--- config.mk ---
export PLATFORM = sky130hd
export DESIGN_NAME = square_wave_timer_extended
export DESIGN_NICKNAME = d
export VERILOG_FILES = /design/src/rtl/swte_pkg.sv /design/src/rtl/swte_div.sv /design/src/rtl/square_wave_timer_extended.sv
export SDC_FILE = /design/constraint.sdc
export NUM_CORES = 1
export LEC_CHECK = 0
export BUFFER_PORTS_ARGS = -buffer_cell sky130_fd_sc_hd__clkbuf_2
export CAP_MARGIN = 20
export CORE_ASPECT_RATIO = 1.1
export CORE_UTILIZATION = 40
export DETAILED_ROUTE_END_ITERATION = 10
export GPL_ROUTABILITY_DRIVEN = 0
export HOLD_SLACK_MARGIN = 0.12
export PLACE_DENSITY = 0.63
export SYNTH_ARGS = -nofsm -noshare
export SYNTH_HDL_FRONTEND = slang
export SYNTH_HIERARCHICAL = 1
export SYNTH_SLANG_ARGS = --single-unit
--- constraint.sdc ---
create_clock -name clk -period 5.35 [get_ports clk]
set_clock_uncertainty 0.15 [all_clocks]
set_input_delay 0.535 -clock clk [delete_from_list [all_inputs] [get_ports clk]]
set_output_delay 0.535 -clock clk [all_outputs]
set_load 0.01 [all_outputs]
--- src/rtl/swte_pkg.sv ---
// shared types, codes and prescaler lookups for the square wave timer
package swte_pkg;

  localparam int HZ_W    = 16;
  localparam int CMP_W   = 16;
  localparam int SEL_W   = 3;
  localparam int PSC_W   = 10;
  localparam int DBL_W   = 17;
  localparam int SHIFT_W = 4;

  localparam logic KIND_SET  = 1'b0;
  localparam logic KIND_TICK = 1'b1;

  localparam logic [SEL_W-1:0] SEL_STOP = 3'd0;

  typedef struct packed {
    logic            kind;
    logic [HZ_W-1:0] hz;
  } swte_in_t;

  typedef struct packed {
    logic             wave_level;
    logic             running;
    logic [SEL_W-1:0] prescale_code;
    logic [CMP_W-1:0] compare_value;
  } swte_out_t;

  // prescaler period for a select code (1..7)
  function automatic logic [PSC_W:0] presc_div(input logic [SEL_W-1:0] code);
    logic [PSC_W:0] d;
    case (code)
      3'd1:    d = 11'd1;
      3'd2:    d = 11'd8;
      3'd3:    d = 11'd32;
      3'd4:    d = 11'd64;
      3'd5:    d = 11'd128;
      3'd6:    d = 11'd256;
      3'd7:    d = 11'd1024;
      default: d = 11'd1;
    endcase
    return d;
  endfunction

  // log2 of the prescaler at search index 0..6
  function automatic logic [SHIFT_W-1:0] presc_shift(input logic [SEL_W-1:0] idx);
    logic [SHIFT_W-1:0] s;
    case (idx)
      3'd0:    s = 4'd0;
      3'd1:    s = 4'd3;
      3'd2:    s = 4'd5;
      3'd3:    s = 4'd6;
      3'd4:    s = 4'd7;
      3'd5:    s = 4'd8;
      3'd6:    s = 4'd10;
      default: s = 4'd0;
    endcase
    return s;
  endfunction

endpackage

--- src/rtl/swte_div.sv ---
// iterative restoring divider, one quotient bit per cycle
module swte_div
  import swte_pkg::*;
#(
  parameter int NW  = 24,
  parameter int DSW = 17
) (
  input  logic           clk,
  input  logic           rst_n,
  input  logic           start,
  input  logic [NW-1:0]  dividend,
  input  logic [DSW-1:0] divisor,
  output logic           done,
  output logic [NW-1:0]  quotient
);

  localparam int CNT_W = $clog2(NW + 1);

  logic [DSW-1:0]   rem_r, rem_nxt;
  logic [NW-1:0]    quo_r, quo_nxt;
  logic [DSW-1:0]   dsr_r;
  logic [CNT_W-1:0] cnt_r, cnt_nxt;
  logic             busy_r, busy_nxt;
  logic             done_r, done_nxt;
  logic [DSW:0]     shifted;
  logic [DSW:0]     diff;

  always_comb begin
    shifted  = {rem_r, quo_r[NW-1]};
    diff     = shifted - {1'b0, dsr_r};
    rem_nxt  = rem_r;
    quo_nxt  = quo_r;
    cnt_nxt  = cnt_r;
    busy_nxt = busy_r;
    done_nxt = 1'b0;
    if (start) begin
      rem_nxt  = '0;
      quo_nxt  = dividend;
      cnt_nxt  = CNT_W'(NW);
      busy_nxt = 1'b1;
    end else if (busy_r) begin
      // remainder stays below the divisor, so the low bits hold it
      if (shifted >= {1'b0, dsr_r}) begin
        rem_nxt = diff[DSW-1:0];
        quo_nxt = {quo_r[NW-2:0], 1'b1};
      end else begin
        rem_nxt = shifted[DSW-1:0];
        quo_nxt = {quo_r[NW-2:0], 1'b0};
      end
      cnt_nxt = cnt_r - CNT_W'(1);
      if (cnt_r == CNT_W'(1)) begin
        busy_nxt = 1'b0;
        done_nxt = 1'b1;
      end
    end
  end

  always_ff @(posedge clk) begin
    if (!rst_n) begin
      busy_r <= 1'b0;
      done_r <= 1'b0;
      cnt_r  <= '0;
    end else begin
      busy_r <= busy_nxt;
      done_r <= done_nxt;
      cnt_r  <= cnt_nxt;
    end
    rem_r <= rem_nxt;
    quo_r <= quo_nxt;
    if (start) begin
      dsr_r <= divisor;
    end
  end

  assign done     = done_r;
  assign quotient = quo_r;

endmodule

--- src/rtl/square_wave_timer_extended.sv ---
// tick beat: result registered the cycle after accept; one per cycle unless output stalls
// set beat: restoring divider (as wide as CLOCK_HZ) forms CLOCK_HZ / (2 * hz), then
//   1..NUM_PRESCALERS prescaler trials through one shift-and-compare unit, then result is
//   registered and the next beat is taken back in idle; zero hz skips divider and search
// no new beat is taken while a set beat is being worked on
// synchronous active-low reset clears all timer state, output level and output valid
module square_wave_timer_extended
  import swte_pkg::*;
#(
  parameter int CLOCK_HZ       = 16000000,
  parameter int NUM_PRESCALERS = 7
) (
  input  logic      clk,
  input  logic      rst_n,
  input  logic      in_valid,
  output logic      in_ready,
  input  swte_in_t  in_data,
  output logic      out_valid,
  input  logic      out_ready,
  output swte_out_t out_data
);

  localparam int DIV_W = $clog2(CLOCK_HZ + 1);

  localparam logic [1:0] ST_IDLE   = 2'd0;
  localparam logic [1:0] ST_DIV    = 2'd1;
  localparam logic [1:0] ST_SEARCH = 2'd2;
  localparam logic [1:0] ST_DONE   = 2'd3;

  logic [1:0]       state_r, state_nxt;
  logic [SEL_W-1:0] idx_r, idx_nxt;
  logic             run_r, run_nxt;
  logic [SEL_W-1:0] sel_r, sel_nxt;
  logic [CMP_W-1:0] cmp_r, cmp_nxt;
  logic [PSC_W-1:0] pc_r, pc_nxt;
  logic [7:0]       tc_r, tc_nxt;
  logic [7:0]       oc_r, oc_nxt;
  logic             lvl_r, lvl_nxt;
  logic             out_valid_r, out_valid_nxt;
  swte_out_t        out_data_r, out_data_nxt;

  logic             slot_free;
  logic             in_fire;
  logic             div_start;
  logic             div_done;
  logic [DIV_W-1:0] div_quo;
  logic [DIV_W-1:0] q_shift;
  logic             q_fits;
  logic [7:0]       tc_inc;
  logic [7:0]       oc_inc;
  logic             load_out;

  swte_div #(
    .NW  (DIV_W),
    .DSW (DBL_W)
  ) u_div (
    .clk      (clk),
    .rst_n    (rst_n),
    .start    (div_start),
    .dividend (DIV_W'(CLOCK_HZ)),
    .divisor  ({in_data.hz, 1'b0}),
    .done     (div_done),
    .quotient (div_quo)
  );

  assign slot_free = !out_valid_r || out_ready;
  assign in_ready  = (state_r == ST_IDLE) && slot_free;
  assign in_fire   = in_valid && in_ready;

  // trial quotient for the current prescaler
  assign q_shift = div_quo >> presc_shift(idx_r);
  assign q_fits  = (q_shift >= DIV_W'(2)) && (q_shift <= DIV_W'(65536));

  always_comb begin
    state_nxt = state_r;
    idx_nxt   = idx_r;
    run_nxt   = run_r;
    sel_nxt   = sel_r;
    cmp_nxt   = cmp_r;
    pc_nxt    = pc_r;
    tc_nxt    = tc_r;
    oc_nxt    = oc_r;
    lvl_nxt   = lvl_r;
    div_start = 1'b0;
    load_out  = 1'b0;
    tc_inc    = tc_r + 8'd1;
    oc_inc    = (tc_inc == 8'd0) ? (oc_r + 8'd1) : oc_r;

    case (state_r)
      ST_IDLE: begin
        if (in_fire) begin
          if (in_data.kind == KIND_TICK) begin
            load_out = 1'b1;
            if (run_r && (sel_r != SEL_STOP)) begin
              if (({1'b0, pc_r} + 11'd1) >= presc_div(sel_r)) begin
                pc_nxt = '0;
                tc_nxt = tc_inc;
                oc_nxt = oc_inc;
                // wrap counted before the match test
                if ((tc_inc == cmp_r[7:0]) && (oc_inc == cmp_r[15:8])) begin
                  lvl_nxt = ~lvl_r;
                  tc_nxt  = '0;
                  oc_nxt  = '0;
                end
              end else begin
                pc_nxt = pc_r + PSC_W'(1);
              end
            end
          end else begin
            run_nxt = 1'b0;
            sel_nxt = SEL_STOP;
            cmp_nxt = '0;
            pc_nxt  = '0;
            tc_nxt  = '0;
            oc_nxt  = '0;
            if (in_data.hz == '0) begin
              load_out = 1'b1;
            end else begin
              div_start = 1'b1;
              state_nxt = ST_DIV;
            end
          end
        end
      end
      ST_DIV: begin
        if (div_done) begin
          idx_nxt   = '0;
          state_nxt = ST_SEARCH;
        end
      end
      ST_SEARCH: begin
        if (q_fits) begin
          sel_nxt   = idx_r + SEL_W'(1);
          cmp_nxt   = CMP_W'(q_shift - DIV_W'(1));
          run_nxt   = 1'b1;
          state_nxt = ST_DONE;
        end else if (idx_r == SEL_W'(NUM_PRESCALERS - 1)) begin
          state_nxt = ST_DONE;
        end else begin
          idx_nxt = idx_r + SEL_W'(1);
        end
      end
      ST_DONE: begin
        if (slot_free) begin
          load_out  = 1'b1;
          state_nxt = ST_IDLE;
        end
      end
      default: begin
        state_nxt = ST_IDLE;
      end
    endcase

    out_data_nxt.wave_level    = lvl_nxt;
    out_data_nxt.running       = run_nxt;
    out_data_nxt.prescale_code = sel_nxt;
    out_data_nxt.compare_value = cmp_nxt;

    if (load_out) begin
      out_valid_nxt = 1'b1;
    end else if (out_ready) begin
      out_valid_nxt = 1'b0;
    end else begin
      out_valid_nxt = out_valid_r;
    end
  end

  always_ff @(posedge clk) begin
    if (!rst_n) begin
      state_r     <= ST_IDLE;
      idx_r       <= '0;
      run_r       <= 1'b0;
      sel_r       <= SEL_STOP;
      cmp_r       <= '0;
      pc_r        <= '0;
      tc_r        <= '0;
      oc_r        <= '0;
      lvl_r       <= 1'b0;
      out_valid_r <= 1'b0;
    end else begin
      state_r     <= state_nxt;
      idx_r       <= idx_nxt;
      run_r       <= run_nxt;
      sel_r       <= sel_nxt;
      cmp_r       <= cmp_nxt;
      pc_r        <= pc_nxt;
      tc_r        <= tc_nxt;
      oc_r        <= oc_nxt;
      lvl_r       <= lvl_nxt;
      out_valid_r <= out_valid_nxt;
    end
    if (load_out) begin
      out_data_r <= out_data_nxt;
    end
  end

  assign out_valid = out_valid_r;
  assign out_data  = out_data_r;

endmodule

**Word level (Yosys, flattened, before mapping)**

Cells that the tools add are included.

- Add/subtract/negate cells: 8
- Multiply operators: 0
- Divide/modulo/power cells: 0
- $lt $le $gt $ge: 4
- Eq/ne operators: 28
- Shift operators: 1
- Multiplexer cells: 67
- Bitwise logic cells: 3
- Reductions and logical operators: 20

Operators by type and width:

| cell | number |
|---|---|
| 8-bit 2-to-1 mux | 9 |
| 11-bit case mux with 6 select lines | 1 |
| 16-bit 2-to-1 mux | 3 |
| 11-bit 2-to-1 mux | 4 |
| 16-bit case mux with 2 select lines | 1 |
| 10-bit 2-to-1 mux | 3 |
| 24-bit by 2-bit >= comparator with 1-bit output, second input constant | 1 |
| 24-bit by 17-bit less-or-equal comparator with 1-bit output, second input constant | 1 |
| 1-bit 2-to-1 mux | 24 |
| 4-bit case mux with 6 select lines | 1 |
| 24-bit by 4-bit right shift with 24-bit output | 1 |
| 3-bit == test, second input constant | 7 |
| 18-bit by 17-bit >= comparator with 1-bit output | 1 |
| 3-bit 2-to-1 mux | 6 |
| 17-bit 2-to-1 mux | 1 |
| 17-bit subtractor | 1 |
| 8-bit by 1-bit adder with 8-bit output, second input constant | 2 |
| 8-bit == test | 2 |
| 16-bit zero test | 1 |
| 16-bit by 1-bit subtractor with 16-bit output, second input constant | 1 |
| 2-bit 2-to-1 mux | 7 |
| 3-bit by 2-bit == test with 1-bit output, second input constant | 4 |
| 2-bit inequality test, second input constant | 6 |
| 3-bit case mux with 2 select lines | 2 |
| other kinds (27) | 41 |

- Register bits: 138
- Bits in latches: 0
- Memory bits (writable): 0
- Bits in read-only memories: 0
- Word-level logic and storage cells: 152
- Memories kept: 0

**Longest topological paths before layout**

Gate-level depths: netlist (run 1).

- Depth in word-level cells: 12
- Mapped depth: 22

**Cells and area by module**

Netlist (run 1), hierarchy kept.

By module, submodules not included:

| module | instances | cells each | area an instance (µm²) |
|---|---|---|---|
| square_wave_timer_extended | 1 | 752 | 6028.3 |
| swte_div | 1 | 303 | 3428.3 |

**Least setup slack after synthesis (run 1)**

Ideal clock, no wire load.

- Path kind: reg-to-reg
- Start: register idx_r[0]
- End: register out_data_r, in the netlist out_data[15] (data pin)
- Setup time: 0.257 ns
- Arrival time: 3.746 ns
- Data required time: 4.943 ns
- Setup slack: 1.198 ns
- Stages on the path, launching flop included: 21
- Path buffers: 6
- Period minus slack after synthesis: 4.152 ns
- Path through: dfxtp_1 -> buf_2 -> inv_1 -> ha_1 -> nor3_1 -> buf_2 -> nor2_1 -> buf_2 -> buf_2 -> o211ai_1 -> nand3_1 -> o211ai_1 -> nand2_1 -> ha_1 -> a2111o_1 -> nor4_1 -> a41oi_1 -> a41o_2 -> buf_6 -> buf_6 -> a32o_1

- Cells in the longest elaborated chain, start to end: 7
- Elaborated cells on any way between the ends: 14
- Classes of those cells: 1 x add/sub; 2 x order compare; 6 x eq/ne; 1 x shift; 3 x mux; 1 x reduce/logical

Ends and longest elaborated chain:

| what | line | text |
|---|---|---|
| start: declaration | square_wave_timer_extended.sv:31 | `logic [SEL_W-1:0] idx_r, idx_nxt;` |
| start signal: assignment | square_wave_timer_extended.sv:182 | `idx_r <= idx_nxt;` |
| 3-bit == test (tied with other cells) | swte_pkg.sv:47 | `case (idx)` |
| 4-bit case mux with 6 select lines (*) | swte_pkg.sv:47 |  |
| 24-bit by 4-bit right shift with 24-bit output (*) | square_wave_timer_extended.sv:71 | `assign q_shift = div_quo >> presc_shift(idx_r);` |
| 24-bit by 2-bit >= comparator with 1-bit output / 24-bit by 17-bit less-or-equal comparator with 1-bit output (equally long branches) | square_wave_timer_extended.sv:72 | `assign q_fits = (q_shift >= DIV_W'(2)) && (q_shift <= DIV_W'(65536));` |
| 1-bit logical AND | square_wave_timer_extended.sv:72 |  |
| 16-bit 2-to-1 mux (*) | square_wave_timer_extended.sv:132 | `if (q_fits) begin` |
| 16-bit case mux with 2 select lines (*) | square_wave_timer_extended.sv:89 | `case (state_r)` |
| via cmp_nxt[15] | square_wave_timer_extended.sv:34 | `logic [CMP_W-1:0] cmp_r, cmp_nxt;` |
| end signal: assignment | square_wave_timer_extended.sv:193 | `out_data_r <= out_data_nxt;` |
| end: declaration | square_wave_timer_extended.sv:40 | `swte_out_t out_data_r, out_data_nxt;` |

The timed path passes the listed nets; every way through them passes the cells marked *.
A chain may end at the register's enable or synchronous reset.

**Worst setup path in the final report (run 1)**

- Start: register idx_r[0]
- End: register out_data_r, in the netlist out_data[18] (data pin)

- Cells in the longest elaborated chain, start to end: 7
- Elaborated cells on any way between the ends: 14
- Classes of those cells: 1 x add/sub; 2 x order compare; 6 x eq/ne; 1 x shift; 3 x mux; 1 x reduce/logical

Ends and longest elaborated chain:

| what | line | text |
|---|---|---|
| 3-bit == test (tied with other cells) | swte_pkg.sv:47 |  |
| 4-bit case mux with 6 select lines | swte_pkg.sv:47 |  |
| 24-bit by 4-bit right shift with 24-bit output | square_wave_timer_extended.sv:71 |  |
| 24-bit by 2-bit >= comparator with 1-bit output / 24-bit by 17-bit less-or-equal comparator with 1-bit output (equally long branches) | square_wave_timer_extended.sv:72 |  |
| 1-bit logical AND | square_wave_timer_extended.sv:72 |  |
| 3-bit 2-to-1 mux (*) | square_wave_timer_extended.sv:132 |  |
| 3-bit case mux with 2 select lines (*) | square_wave_timer_extended.sv:89 |  |
| via sel_nxt[2] | square_wave_timer_extended.sv:33 | `logic [SEL_W-1:0] sel_r, sel_nxt;` |

Marked as above.

==> summary.txt, run 1 <==
Run status
  – Status: finished clean

Clocking
  – Htree depth: 4
  – Clock transition at path regs: 0.06 ns
  – Clock latency on the worst-skew pair: 0.43 ns
  – Hold_buf cts: 0
  – Total clock sinks: 139
  – CTS Root Cell: clkbuf_16
  – Buffer depth of the longest clock path: 2
  – CTS tree: done
  – CTS Buf Count: 17

Setup path
  – Max FO, Critical Path: 15
  – Critical-path cell list: inv_1 > ha_1 > nor3_2 > o21ai_0 > a32oi_1 > mux2i_1 > nand2_1 > nand2_1 > ha_1 > a2111o_1 > nor4_1 > a41oi_1 > a41o_2 > mux2_1 > a22o_1
  – Cells on worst reg2reg path: 15
  – Stages on the worst setup path: 15
  – Crit path from: idx_r[0]
  – Biggest cell delay along the critical path: 0.57 ns
  – CP arrival: 5.03 ns
  – CP top delay family: compound AO/OA/AOI/OAI gates
  – Startpoint Class: register
  – Setup CP Type: register to register
  – CP Capture Type: register
  – CP bufs+invs: 1
  – Reg2reg start: idx_r[0]
  – Slowest cell on crit path: dfxtp_1
  – Crit path required time: 5.38 ns

Finish
  – Util after Layout: 0.4618
  – Post-Layout Cell Count: 1414
  – Reg area: 3403 um2
  – Antenna fix cells: 0
  – Nets: 1163
  – Fill count: 2203
  – Syn-to-layout area delta: 12.34%
  – Most common cell after layout, fill and taps aside: nand2_1
  – Area occupied by multi-input gates: 5672 um2
  – Share of layout cells above drive strength 1: 0.1355
  – Commonest cells after routing, fill and taps aside: 92 x nand2_1, 77 x dfxtp_1, 73 x nand3_1
  – Post-route cell area: 10620 um2

Power and ir drop
  – Maximum vdd drop: 287.9 uV
  – Leak Pwr: 4.027 nW
  – Pwr/cell area: 382.4 nW/um2
  – Final Power: 4.063 mW

Route
  – ANT nets after route: 0
  – DRT Pass-1 Iters: 6
  – Vias: 8265
  – Number of DRC markers in iteration 0: 771
  – # DRC: 0
  – WL/cell: 17.35 um
  – Routed vias/inst: 5.845
  – WL final: 24.53 mm

Die
  – Area of the die: 24260 um2
  – Cell Rows: 58
  – CORE AREA: 23000 um2
  – Initial Util: 0.4111
  – I/O pin count: 44
  – Die X: 148.6 um
  – Die Ht: 163.3 um

Logic synthesis
  – Synth unique cells: 88
  – Most used DFF post-synth: dfxtp_1
  – Seq cells post-synth: 139
  – Mapped Cells: 1055
  – Register area share after synthesis: 0.3599
  – Syn avg cell area: 8.964 um2
  – Async SR Flop Fraction: 0
  – Post-synth EDFFs: 62
  – Synth warn: 6
  – Netlist Area Pre-Place: 9457 um2

Place
  – Post-DP HPWL: 17.74 mm
  – Port Buffers: 43
  – Cell count after placement: 1382
  – Worst slack, placed: 0.3686 ns
  – Placed cell area: 10010 um2

GRT
  – First-pass GRT wire length: 39.61 mm
  – Total global routing overflow: 0
  – Largest net degree at the start of global routing: 52
  – Vias in the first global route: 7765
  – GRT Total Usage: 0.2061
  – Initial antenna violation count: 0

Timing
  – Min Tclk post-route: 4.995 ns
  – Worst relative slew slack: 0.3327
  – Setup TNS: 0 ns
  – RSZ-0062 raised after global routing: no
  – Fin. max-slew vios: 0
  – Final period util: 0.9337
  – Worst slew pin tran: 0.9998 ns
  – Final Hold Viols: 0
  – Worst Hold Margin: 0.1472 ns
  – Final setup margin: 0.3545 ns
  – F_max: 0.2002 GHz
  – # setup viols final: 0

Run
  – Max-cap viol count: 0

Worst hold path
  – Worst hold path depth: 1
  – Hold Crit Class: primary input to register
  – Hold_sp: in_data[6]
[final timing paths]
kind	to	slack, ns
worst max-delay path	out_data[18]	0.35
worst min-delay path	u_div/dsr_r[7]	0.15
worst max register to register	out_data[18]	0.35
worst min register to register	u_div/rem_r[11]	0.32
[cells by family after synthesis]
family | synth area share
simple gates | 0.1900
compound gates | 0.2171
flops | 0.3599
buf+inv | 0.05187
xor+xnor | 0.06007
mux | 0.06523
fa+ha+maj | 0.05504
other cells | 0.0007942
[synthesized netlist by cell type, types with 4 or more instances]
master,count,area (um2)
a21o_1,12,90.09
or3_1,5,31.28
a211oi_2,5,62.56
a21oi_1,40,200.2
xor2_1,31,271.5
and2_1,10,62.56
o211ai_1,9,67.56
o2bb2ai_1,4,35.03
nor3_1,20,100.1
ha_1,40,500.5
xnor2_1,32,280.3
nand3_1,73,365.4
and3_1,8,50.05
mux2i_1,29,290.3
inv_1,47,176.4
nand4_1,29,181.4
o21ai_0,69,345.3
nand2_1,92,345.3
dfxtp_1,77,1541
nor3b_1,4,30.03
edfxtp_1,62,1862
o21ai_1,5,25.02
buf_6,6,67.56
nor2b_1,5,31.28
nand3b_1,7,52.55
nor4_1,18,112.6
a22oi_1,5,37.54
buf_1,8,30.03
nor2_1,62,232.7
a31oi_1,12,75.07
a2bb2oi_1,5,43.79
clkbuf_1,27,101.4
a32oi_1,19,166.4
a32o_1,5,50.05
mux2_2,26,292.8
nand2b_1,12,75.07
a211oi_1,20,150.1
buf_2,17,85.08
o21a_1,5,37.54
a22o_1,18,157.7
[sequential cells by signal (all words and copies together), names as in the netlist, 2 cells and up]
signal	flops
sel_r	3
u_div/dsr_r	17
state_r	2
out_data	21
idx_r	3
cmp_r	16
u_div/quotient	24
oc_r	8
tc_r	8
u_div/rem_r	17
pc_r	10
u_div/cnt_r	5
[report_power, final]
group | total (mW) | internal [mW] | switching, mW
registers | 1.47 | 1.32 | 0.145
logic | 1.36 | 0.537 | 0.819
clock network | 1.24 | 0.748 | 0.490
total | 4.06 | 2.61 | 1.45
[final cells by class]
cell class,instances,share of cell area
inverter,49,0.01731
clock buffer,19,0.04169
multi-input combinational,829,0.5339
sequential,139,0.3203
tap,300,0.03533
timing repair buffer,65,0.03580
clock inverter,13,0.01566
[metal layers]
layer / part of all wire / vias up / track usage
met1: 0.45 / 3923 / 0.2649
met4: 0.030 / 0 / 0.09513
met2: 0.46 / 254 / 0.3305
met5: 0 / - / 0
met3: 0.054 / 48 / 0.04190
li1: - / 4040 / -
[what timing repair did]
item	4_1_cts	5_1_grt
buffers inserted	0	0
setup endpoints to repair	0	10
resized for setup	0	1
[worst register-to-register path: stages, from the launching register on]
cell and delay [ns]:
dfxtp_1 0.57, inv_1 0.15, ha_1 0.30, nor3_2 0.56
o21ai_0 0.27, a32oi_1 0.32, mux2i_1 0.19, nand2_1 0.12
nand2_1 0.16, ha_1 0.24, a2111o_1 0.30, nor4_1 0.28
a41oi_1 0.21, a41o_2 0.40, mux2_1 0.37, a22o_1 0.18
(Power assumes the default switching activity.)
==> run 2, diff against run 1 <==
--- a/config.mk
+++ b/config.mk
@@ -7,12 +7,14 @@
 export LEC_CHECK = 0
 export BUFFER_PORTS_ARGS = -buffer_cell sky130_fd_sc_hd__clkbuf_2
 export CAP_MARGIN = 20
+export CELL_PAD_IN_SITES_DETAIL_PLACEMENT = 1
+export CELL_PAD_IN_SITES_GLOBAL_PLACEMENT = 1
 export CORE_ASPECT_RATIO = 1.1
 export CORE_UTILIZATION = 40
 export DETAILED_ROUTE_END_ITERATION = 10
 export GPL_ROUTABILITY_DRIVEN = 0
 export HOLD_SLACK_MARGIN = 0.12
-export PLACE_DENSITY = 0.63
+export PLACE_DENSITY = 0.76
 export SYNTH_ARGS = -nofsm -noshare
 export SYNTH_HDL_FRONTEND = slang
 export SYNTH_HIERARCHICAL = 1
==> summary.txt, run 2 (synthesis gave the netlist of run 1 again) <==
Timing
  – RSZ-0062 raised after global routing: no
  – Final Hold Viols: 0 (unchanged)
  – Setup TNS: 0 ns (unchanged)
  – Final period util: 0.9270 (-0.006744)
  – Fin. max-slew vios: 0 (unchanged)
  – Final setup margin: 0.3906 ns (+0.03608 ns)
  – # setup viols final: 0 (unchanged)
  – Worst slew pin tran: 0.9734 ns (-0.02642 ns)
  – Min Tclk post-route: 4.959 ns (-0.03608 ns)
  – F_max: 0.2016 GHz (+0.73%)
  – Worst relative slew slack: 0.3503 (+0.01764)

Clocking
  – Total clock sinks: 139 (unchanged)
  – Clock transition at path regs: 0.07 ns (about the same)
  – Post-CTS setup buffers: 0 (unchanged)
  – Htree depth: 4 (unchanged)
  – Hold_buf cts: 0 (unchanged)
  – CTS tree: done
  – Buffer depth of the longest clock path: 2 (unchanged)
  – CTS Root Cell: clkbuf_16
  – CTS Buf Count: 17 (unchanged)
  – Resize count post-CTS: 0 (unchanged)
  – Clock latency on the worst-skew pair: 0.43 ns (about the same)

GRT
  – Vias in the first global route: 8577 (+10%)
  – GRT Total Usage: 0.2379 (+0.03182)
  – Initial antenna violation count: 0 (unchanged)
  – Total global routing overflow: 0 (unchanged)
  – Largest net degree at the start of global routing: 45 (-13%)
  – First-pass GRT wire length: 45.43 mm (+15%)

Setup path
  – R2R setup slack: 0.39 ns (+0.04 ns)
  – Slowest cell on crit path: dfxtp_2
  – CP Capture Type: register
  – Stages on the worst setup path: 15 (unchanged)
  – Startpoint Class: register
  – Cells on worst reg2reg path: 15 (unchanged)
  – CP top delay family: compound AO/OA/AOI/OAI gates
  – Crit path required time: 5.37 ns (about the same)
  – Critical-path cell list: inv_1 > ha_1 > or3_1 > nand2_1 > mux2i_1 > mux2_2 > o211ai_1 > nand2_1 > ha_1 > a2111o_1 > nor4_1 > a41oi_1 > a41o_2 > mux2_1 > a22o_1
  – Setup CP Type: register to register
  – CP arrival: 4.98 ns (-0.05 ns)
  – Max FO, Critical Path: 21 (+6)
  – CP bufs+invs: 1 (unchanged)
  – Biggest cell delay along the critical path: 0.47 ns (-0.10 ns)

Place
  – Post-DP HPWL: 20.10 mm (+13%)
  – Placed cell area: 10030 um2 (+0.27%)
  – Port Buffers: 43 (unchanged)
  – Worst slack, placed: 0.3583 ns (-0.01026 ns)

Power and ir drop
  – Pwr/cell area: 386.4 nW/um2 (+1.0%)
  – Net Sw Frac: 0.3776 (+0.01957)
  – Comb pwr share: 0.344 (+0.010)
  – Clock share of power: 0.294 (-0.011)
  – Internal Dissipation: 2.555 mW (-2.0%)
  – Leak Pwr: 4.047 nW (+0.51%)
  – Final Power: 4.106 mW (+1.1%)
  – Sw power: 1.550 mW (+6.6%)
  – Maximum vdd drop: 252.5 uV (-12%)
  – Sequential share of power: 0.362 (about the same)

Finish
  – Syn-to-layout area delta: 12.37% (about the same)
  – Share of layout cells above drive strength 1: 0.1389 (+0.003341)
  – Commonest cells after routing, fill and taps aside: 92 x nand2_1, 76 x dfxtp_1, 73 x nand3_1
  – Max FFs per register: 24 (unchanged)
  – Antenna fix cells: 0 (unchanged)
  – Post-route cell area: 10630 um2 (about the same)
  – Util after Layout: 0.4619 (about the same)
  – Most common cell after layout, fill and taps aside: nand2_1
  – Nets: 1165 (+0.17%)

Die
  – Area of the die: 24260 um2 (unchanged)
  – Initial Util: 0.4111 (unchanged)
  – Cell Rows: 58 (unchanged)
  – I/O pin count: 44 (unchanged)
  – Die Ht: 163.3 um (unchanged)
  – CORE AREA: 23000 um2 (unchanged)
  – Die X: 148.6 um (unchanged)

Worst hold path
  – Worst hold path depth: 1 (unchanged)
  – Hold Crit Class: primary input to register

Route
  – # DRC: 0 (unchanged)
  – WL final: 28.19 mm (+15%)
  – Routed vias/inst: 5.970 (+2.1%)
  – ANT nets after route: 0 (unchanged)
  – Number of DRC markers in iteration 0: 622 (-19%)
  – Vias: 8453 (+2.3%)
  – WL/cell: 19.91 um (+15%)
  – DRT Pass-1 Iters: 5 (-1)

Run status
  – Status: finished clean

Run
  – Max-cap viol count: 0 (unchanged)
[run 2: final timing paths]
kind | startpoint | to
setup / recovery | idx_r[0] | out_data[18]
hold / removal | in_data[3] | u_div/dsr_r[4]
setup reg to reg | idx_r[0] | out_data[18]
hold reg to reg | tc_r[6] | tc_r[6]
[run 2: per-layer routing]
layer,share of wire,global-route usage,up-vias,wire length (um)
li1,-,-,4042,-
met1,0.46,0.3055,4160,12860
met2,0.48,0.4008,195,13610
met3,0.035,0.03827,56,985
met4,0.026,0.08529,0,731
met5,0,0,-,0
[run 2: power by group through the flow]
stage | combinational (mW) | sequential (mW) | clock [mW]
after CTS | 1.41 | 1.49 | 1.23
after global routing | 1.55 | 1.51 | 1.28
after detailed placement | 1.37 | 1.51 | 0
final | 1.41 | 1.49 | 1.21
after floorplan | 1.02 | 1.45 | 0
after global placement | 1.33 | 1.50 | 0
[run 2: worst register-to-register path: stages, from the launching register on]
cell,delay [ns]
dfxtp_2,0.47
inv_1,0.12
ha_1,0.27
or3_1,0.37
nand2_1,0.32
mux2i_1,0.16
mux2_2,0.30
o211ai_1,0.22
nand2_1,0.20
ha_1,0.24
a2111o_1,0.31
nor4_1,0.27
a41oi_1,0.21
a41o_2,0.47
mux2_1,0.43
a22o_1,0.20
[run 2: cell type report]
type | count | area (um2)
Fill cell | 2721 | 12380
Sequential cell | 139 | 3405
Tap cell | 300 | 375.4
Clock buffer | 19 | 464.2
Inverter | 49 | 183.9
Multi-Input combinational cell | 829 | 5664
Timing Repair Buffer | 67 | 407.9
Clock inverter | 13 | 126.4
[run 2: stage by stage]
step / hold WS, ns / instances
6_report: 0.1513 / 1416
5_1_grt: 0.1321 / 1416
4_1_cts: 0.1303 / 1416
3_5_place_dp: 0.3394 / 1384
3_3_place_gp: 0.3202 / 1384
2_1_floorplan: 0.2955 / 1078
==> run 3, diff against run 2 <==
--- a/config.mk
+++ b/config.mk
@@ -5,16 +5,16 @@
 export SDC_FILE = /design/constraint.sdc
 export NUM_CORES = 1
 export LEC_CHECK = 0
-export BUFFER_PORTS_ARGS = -buffer_cell sky130_fd_sc_hd__clkbuf_2
 export CAP_MARGIN = 20
 export CELL_PAD_IN_SITES_DETAIL_PLACEMENT = 1
 export CELL_PAD_IN_SITES_GLOBAL_PLACEMENT = 1
 export CORE_ASPECT_RATIO = 1.1
 export CORE_UTILIZATION = 40
 export DETAILED_ROUTE_END_ITERATION = 10
+export DONT_BUFFER_PORTS = 1
 export GPL_ROUTABILITY_DRIVEN = 0
 export HOLD_SLACK_MARGIN = 0.12
-export PLACE_DENSITY = 0.76
+export PLACE_DENSITY = 0.74
 export SYNTH_ARGS = -nofsm -noshare
 export SYNTH_HDL_FRONTEND = slang
 export SYNTH_HIERARCHICAL = 1
==> summary.txt, run 3 (synthesis gave the netlist of run 1 again) <==
Place
  – Port Buffers: 0 (-100%)
  – Post-DP HPWL: 20.06 mm (-0.17%)

Clocking
  – CTS Buf Count: 17 (unchanged)
  – CTS tree: done
  – Htree depth: 4 (unchanged)
  – Total clock sinks: 139 (unchanged)
  – Clock latency on the worst-skew pair: 0.44 ns (about the same)
  – CTS Root Cell: clkbuf_16
  – Post-CTS setup buffers: 0 (unchanged)
  – Clock transition at path regs: 0.06 ns (about the same)
  – Buffer depth of the longest clock path: 2 (unchanged)

Finish
  – Nets: 1139 (-2.2%)
  – Most common cell after layout, fill and taps aside: nand2_1
  – Commonest cells after routing, fill and taps aside: 92 x nand2_1, 77 x dfxtp_1, 73 x nand3_1
  – Syn-to-layout area delta: 11.66%
  – Max FFs per register: 24 (unchanged)
  – Antenna fix cells: 0 (unchanged)
  – Share of layout cells above drive strength 1: 0.09908 (-0.03981)
  – Fill count: 2677 (-1.6%)

Power and ir drop
  – Pwr/cell area: 382.9 nW/um2 (-0.91%)
  – Leak Pwr: 3.925 nW (-3.0%)
  – Maximum vdd drop: 170.1 uV (-33%)

Setup path
  – CP top delay family: simple AND/OR/NAND/NOR gates
  – CP arrival: 5.08 ns (+0.10 ns)
  – Startpoint Class: register
  – Reg2reg start: idx_r[0]
  – Critical path endpoint: out_data[18]
  – Cells on worst reg2reg path: 15 (unchanged)
  – Crit path from: idx_r[0]
  – Max FO, Critical Path: 21 (unchanged)
  – Stages on the worst setup path: 15 (unchanged)
  – R2R setup slack: 0.31 ns (-0.08 ns)
  – CP Capture Type: register
  – CP bufs+invs: 1 (unchanged)
  – Setup CP Type: register to register
  – Slowest cell on crit path: or3_1
  – Biggest cell delay along the critical path: 0.63 ns (+0.16 ns)
  – Crit path required time: 5.39 ns (+0.02 ns)
  – Reg2reg end: out_data[18]
  – Critical-path cell list: buf_4 > ha_1 > or3_1 > nand2_1 > mux2i_1 > mux2_2 > o211ai_1 > nand2_1 > ha_1 > a2111o_1 > nor4_1 > a41oi_1 > a41o_2 > mux2_1 > a22o_1

Die
  – Cell Rows: 58 (unchanged)
  – Area of the die: 24260 um2 (unchanged)
  – Initial Util: 0.4111 (unchanged)
  – Die X: 148.6 um (unchanged)
  – Die Ht: 163.3 um (unchanged)
  – I/O pin count: 44 (unchanged)
  – CORE AREA: 23000 um2 (unchanged)

Timing
  – Worst relative slew slack: 0.3475 (-0.002810)
  – Worst Hold Margin: 0.1326 ns (-0.01873 ns)
  – # setup viols final: 0 (unchanged)
  – RSZ-0062 raised after global routing: no
  – Fin. max-slew vios: 0 (unchanged)
  – Final period util: 0.9425 (+0.01549)
  – Final Hold Viols: 0 (unchanged)
  – Worst slew pin tran: 0.9776 ns (+0.004210 ns)
  – Min Tclk post-route: 5.042 ns (+0.08289 ns)
  – Setup TNS: 0 ns (unchanged)
  – F_max: 0.1983 GHz (-1.6%)

GRT
  – GRT Total Usage: 0.2370 (-0.0009068)
  – Total global routing overflow: 0 (unchanged)
  – Initial antenna violation count: 0 (unchanged)
  – Vias in the first global route: 8346 (-2.7%)
  – Largest net degree at the start of global routing: 56 (+24%)
  – First-pass GRT wire length: 44.83 mm (-1.3%)

Route
  – # DRC: 0 (unchanged)
  – WL final: 27.88 mm (-1.1%)
  – Number of DRC markers in iteration 0: 483 (-22%)
  – WL/cell: 20.06 um (+0.78%)
  – ANT nets after route: 0 (unchanged)
  – Routed vias/inst: 5.964 (about the same)
  – Vias: 8290 (-1.9%)
  – DRT Pass-1 Iters: 5 (unchanged)

Run
  – Max-cap viol count: 0 (unchanged)

Run status
  – Status: finished clean

Worst hold path
  – Hold Crit Class: primary input to register
[run 3: area by class of cell]
cell class	count	area, um2	share of cell area
timing repair buffer	41	350.3	0.03318
sequential	139	3403	0.3223
multi-input combinational	829	5672	0.5371
clock inverter	13	141.4	0.01339
inverter	49	183.9	0.01742
tap	300	375.4	0.03555
clock buffer	19	432.9	0.04100
[run 3: worst min-delay path by stage]
stage	start	endpoint	slack, ns	cells after the start
after detailed placement	pc_r[9]	pc_r[9]	0.33	2
after global placement	pc_r[9]	pc_r[9]	0.32	2
after CTS	rst_n	sel_r[0]	0.12	1
final	rst_n	sel_r[0]	0.13	1
after floorplan	pc_r[9]	pc_r[9]	0.30	2
after global routing	rst_n	sel_r[0]	0.13	1
[run 3: layer usage]
layer / routed length (um) / vias up / GRT usage / part of all wire
met5: 0 / - / 0 / 0
met1: 12690 / 4100 / 0.2973 / 0.45
met4: 580 / 0 / 0.07638 / 0.021
li1: - / 3984 / - / -
met3: 1106 / 42 / 0.05112 / 0.040
met2: 13510 / 164 / 0.4017 / 0.48
[run 3: timing repair]
action / CTS / global route
hold buffers: 17 / 0
setup endpoints to repair: 0 / 16
gates resized for setup: 0 / 1
endpoints found under the hold margin: 22 / 0
[run 3: report_power, final]
group / internal, mW / leakage, nW / switching, mW
clock network: 0.691 / 0.278 / 0.499
logic: 0.515 / 2.44 / 0.835
registers: 1.32 / 1.21 / 0.177
total: 2.53 / 3.92 / 1.51
[run 3: metrics by stage]
step	area [um2]	worst slack [ns]	power [mW]	utilization	cells
4_1_cts	10550	0.2585	4.057	0.4587	1390
3_3_place_gp	9807	0.4214	2.788	0.4263	1341
3_5_place_dp	9807	0.2854	2.830	0.4263	1341
6_report	10560	0.3077	4.043	0.4590	1390
2_1_floorplan	9543	1.198	2.464	-	1078
5_1_grt	10560	0.01894	4.261	0.4590	1390
